`config.mk`:
```
export PLATFORM = sky130hd
export DESIGN_NAME = pidl_cell
export DESIGN_NICKNAME = d
export VERILOG_FILES = /design/src/design/positional_insert_delete_list_defines.svh /design/src/design/pidl_pkg.sv /design/src/design/pidl_cell.sv
export SDC_FILE = /design/constraint.sdc
export NUM_CORES = 1
export LEC_CHECK = 0
export BUFFER_PORTS_ARGS = -buffer_cell sky130_fd_sc_hd__buf_4
export CAP_MARGIN = 0
export CORE_ASPECT_RATIO = 0.5
export CORE_MARGIN = 4
export CORE_UTILIZATION = 30
export DETAILED_ROUTE_END_ITERATION = 8
export PLACE_DENSITY = 0.75
export SKIP_CTS_REPAIR_TIMING = 1
export SLEW_MARGIN = 0
export SYNTH_ARGS = -nofsm -noshare
export SYNTH_HDL_FRONTEND = slang
export SYNTH_SLANG_ARGS = --single-unit
```
`constraint.sdc`:
```
create_clock -name clk -period 3.6 [get_ports clk]
set_clock_uncertainty 0.2 [all_clocks]
set_input_delay 0.54 -clock clk [delete_from_list [all_inputs] [get_ports clk]]
set_output_delay 0.54 -clock clk [all_outputs]
set_load 0.02 [all_outputs]
```
`src/design/positional_insert_delete_list_defines.svh`:
```
// Assertion macros for the positional list block.
`ifndef POSITIONAL_INSERT_DELETE_LIST_DEFINES_SVH
`define POSITIONAL_INSERT_DELETE_LIST_DEFINES_SVH

`ifndef NO_ASSERTIONS
// Checked only out of reset.
`define PIDL_ASSERT(lbl, prop, msg) \
  lbl: assert property (@(posedge clk) disable iff (!rst_n) prop) else $error(msg);
// Checked at every edge, reset included.
`define PIDL_ASSERT_ALWAYS(lbl, prop, msg) \
  lbl: assert property (@(posedge clk) prop) else $error(msg);
`else
`define PIDL_ASSERT(lbl, prop, msg)
`define PIDL_ASSERT_ALWAYS(lbl, prop, msg)
`endif

`endif

```
`src/design/pidl_pkg.sv`:
```
package pidl_pkg;

  localparam int DEPTH_DEF      = 128;
  localparam int WORD_WIDTH_DEF = 32;
  localparam int MODE_W         = 2;
  localparam int POS_W          = 8;
  localparam int VALUE_W        = 32;
  localparam int STATUS_W       = 2;
  localparam int COUNT_W        = 8;
  localparam int GROUP_SIZE     = 16;

  localparam logic [MODE_W-1:0] MODE_INSERT = 2'd0;
  localparam logic [MODE_W-1:0] MODE_DELETE = 2'd1;
  localparam logic [MODE_W-1:0] MODE_READ   = 2'd2;

  localparam logic [STATUS_W-1:0] ST_OK      = 2'd0;
  localparam logic [STATUS_W-1:0] ST_BAD_POS = 2'd1;
  localparam logic [STATUS_W-1:0] ST_EMPTY   = 2'd2;
  localparam logic [STATUS_W-1:0] ST_FULL    = 2'd3;

  // Per-cell control decoded at the top and fanned out along the chain.
  typedef struct packed {
    logic load;        // take the new word
    logic take_left;   // shift up: take lower neighbor
    logic take_right;  // shift down: take upper neighbor
    logic rd_sel;      // drive own word onto the read tree
  } cell_ctl_t;

endpackage

```
`src/design/pidl_cell.sv`:
```
module pidl_cell #(
  parameter int WORD_WIDTH = pidl_pkg::WORD_WIDTH_DEF
) (
  input  logic                  clk,
  input  pidl_pkg::cell_ctl_t   ctl,
  input  logic [WORD_WIDTH-1:0] din,
  input  logic [WORD_WIDTH-1:0] left_word,
  input  logic [WORD_WIDTH-1:0] right_word,
  output logic [WORD_WIDTH-1:0] word,
  output logic [WORD_WIDTH-1:0] rd_word
);
  import pidl_pkg::*;

  logic [WORD_WIDTH-1:0] word_r, word_nxt;

  always_comb begin
    word_nxt = word_r;
    if (ctl.load) begin
      word_nxt = din;
    end else if (ctl.take_left) begin
      word_nxt = left_word;
    end else if (ctl.take_right) begin
      word_nxt = right_word;
    end
  end

  always_ff @(posedge clk) begin
    word_r <= word_nxt;
  end

  assign word    = word_r;
  assign rd_word = ctl.rd_sel ? word_r : '0;

endmodule

```
== After elaboration in Yosys (flattened, before gate mapping) ==
Index checks and enable logic that the tools add are counted.
Cells by class
  multiplexer cells: 4
  reduce and logical (&&, ||, !) cells: 1
Operator list (count)
  2-to-1 mux 32 bit: 4
  nonzero test 3 bit: 1
Word-level totals
  register bits: 32
  input port bits: 101
  output and inout bits: 64

== Longest topological paths before layout ==
  depth after elaboration: 3
  mapped depth: 4
  depth with buffers taken out: 2

== Worst setup path before layout ==
OpenSTA, ideal clock, no wires.
  kind: input to register
  start: in ctl[2] in the netlist's numbering
  end: reg word_r[0], in the netlist word[0], enable pin
  library setup time: 414 ps
  arrival time: 1435 ps
  data required time: 2986 ps
  path slack: 1551 ps
  stages on the path: 2
  path buffers: 1
  cells stage by stage: buf_6 or3_1
On the way
  word-level cells in the longest chain between the ends: 1
RTL lines
  from (decl): RTL line pidl_cell.sv:5  | input pidl_pkg::cell_ctl_t ctl,
  nonzero test 3 bit (no line)
  to (signal assigned): RTL line pidl_cell.sv:28  | word_r <= word_nxt;
  to (decl): RTL line pidl_cell.sv:14  | logic [WORD_WIDTH-1:0] word_r, word_nxt;
No other way between the ends.
A chain may end at the register's enable or synchronous reset.

== Worst setup path after layout ==
  start: in ctl[0] in the netlist's numbering
  end: out rd_word[7]
On the way
  word-level cells in the longest chain between the ends: 1
RTL lines
  2-to-1 mux 32 bit: RTL line pidl_cell.sv:32  | assign rd_word = ctl.rd_sel ? word_r : '0;
  to (decl): RTL line pidl_cell.sv:10  | output logic [WORD_WIDTH-1:0] rd_word
No other way between the ends.

==> metrics.md <==
| Metric | Value |
|---|---|
| Synth top area cells | `edfxtp_1 51%, mux2i_1 17%, and2_1 11%, o21ai_1 8.0%, nand2_1 6.4%` |
| Worst Path Arrival | `1.16 ns` |
| Final setup violating endpoints | `0` |
| Clock-pin slew on the worst setup and hold paths | `0.05 ns` |
| Mapped Area | `1880 um2` |
| Vias | `1812` |
| Slew Viols, Final | `0` |
| Number of port buffers | `164` |
| Top Ports | `165` |
| Yosys warns | `0` |
| Peak Freq | `528 MHz` |
| Clock Tree Root | `clkbuf_16` |
| Critical path capture point type | `output port` |
| Fin Hold WS | `0.351 ns` |
| Final Cycle Share | `52.7%` |
| Initial Util | `31.0%` |
| CP Data Required Time | `2.86 ns` |
| LEAKAGE | `0.00162 uW` |
| Hpwl dp | `4.93 mm` |
| # DRC | `0` |
| Avg WL per Cell | `14.6 um` |
| Die Wd | `120 um` |
| RSZ-0062 raised after global routing | `false` |
| Post-synth top cells | `32 x and2_1, 32 x edfxtp_1, 32 x mux2i_1, 32 x nand2_1, 30 x o21ai_1` |
| Critical path type | `in2out` |
| Startpoint types | `primary input` |
| Detailed Route WL | `6.17 mm` |
| Final Core Density | `54.0%` |
| Synth top area share | `51.0%` |
| # clock sinks | `32` |
| Peak VDD IR | `0.183 mV` |
| Pwr Density | `409 nW/um2` |
| # Max-Cap Violations | `0` |
| Tmin final | `1.90 ns` |
| Slew of the pin with the lowest slew margin | `0.545 ns` |
| Final hold vios | `0` |
| N_diodes | `0` |
| Run status | `finished clean` |
| Area Growth Syn to Fin | `74.1%` |
| Hold path cells | `3` |
| Syn Inst Count | `175` |
| Total Neg Setup Slack | `0 ns` |
| Total GRT Usage | `15.8%` |
| Path category of the worst min-delay check | `in2reg` |
| Vias in the first global route | `1948` |
| Syn avg cell area | `10.8 um2` |
| Post-synth EDFFs | `32` |
| Die Y | `64.0 um` |
| Netlist cell types | `11` |
| Global-route wire length before repair | `9.51 mm` |
| Initial DRC count | `51` |
| # H-tree levels | `2` |
| Headroom to the max-slew limit | `63.6%` |
| Remaining global-route overflow | `0` |
| Cell taking the most area after synthesis | `edfxtp_1` |
| Ratio of cells with drive above 1 in the final layout | `51.5%` |
| DIE AREA | `7690 um2` |
| Yosys reg bits | `32` |
| Peak fanout along the critical path | `32` |
| Antenna violations before repair | `0` |
| Post-route antenna net violation count | `0` |
| TritonCTS clock tree | `yes` |
| Max FFs per register | `32` |
| Clock Tree Buf Depth | `2` |
| Largest net degree at the start of global routing | `66` |
| Clock buffer count from CTS | `5` |
| CORE AREA | `6080 um2` |
| Post-synthesis net count | `276` |
| Synth Flop Type | `edfxtp_1` |
| Async set-reset flop share out of synthesis | `0%` |
| Register area share after synthesis | `51.0%` |
| Site Rows | `20` |
| Drt first pass iters | `4` |
| Post-DR vias/cell | `4.29` |
| GPL Wtd Cong | `0.826` |
| NumNets Final | `434` |
## layer usage
metal / track usage (%) / routed length [um] / up-vias
met3: 3.36 / 174 / 6
met4: 4.42 / 64 / 0
met1: 15.4 / 2200 / 840
met5: 0 / 0 / -
met2: 33.3 / 3720 / 39
li1: - / - / 927
## worst max-delay path, cell delays in order
cell and delay (ns):
buf_4 0.24, and2_1 0.21, buf_4 0.15
## through the flow
step / setup WS, ns / cells / instance area, um2 / power (uW)
2_1_floorplan: 1.55 / 175 / 1880 / 675
3_3_place_gp: 1.52 / 414 / 3120 / 875
3_5_place_dp: 1.47 / 414 / 3120 / 884
4_1_cts: 1.69 / 422 / 3280 / 1350
5_1_grt: 1.66 / 422 / 3280 / 1410
6_report: 1.70 / 422 / 3280 / 1340
## final cells by class
cell class                      instances  area, um2
Clock inverter                          2       35.0
Fill cell                             530       2800
Timing Repair Buffer                  165       1240
Sequential cell                        32        961
Multi-Input combinational cell        129        807
Clock buffer                            6        129
Tap cell                               88        110
## kinds of logic after synthesis
logic type      Yosys count  synth area share, %
simple gates             65                 17.3
flops                    32                 51.0
compound gates           32                 8.50
buf+inv                  14                 6.18
mux                      32                 17.0
## placed cells by master (no fill, tap or decap)
master	instances
and2_1	32
buf_4	165
bufinv_16	1
clkbuf_1	1
clkbuf_16	5
clkinv_2	1
edfxtp_1	32
mux2i_1	32
nand2_1	32
o21ai_0	2
o21ai_1	30
or3_1	1
## path summary, 6_finish.rpt
| check | start | endpoint | slack (ns) |
|---|---|---|---|
| max | ctl[0] | rd_word[7] | 1.70 |
| min | din[15] | word[15]$_DFFE_PP_ | 0.35 |
## report_power, final
part	switching [uW]	internal, uW
Sequential	22.1	462
Clock	143	325
Combinational	193	196
Total	358	983
(Power assumes the default switching activity.)
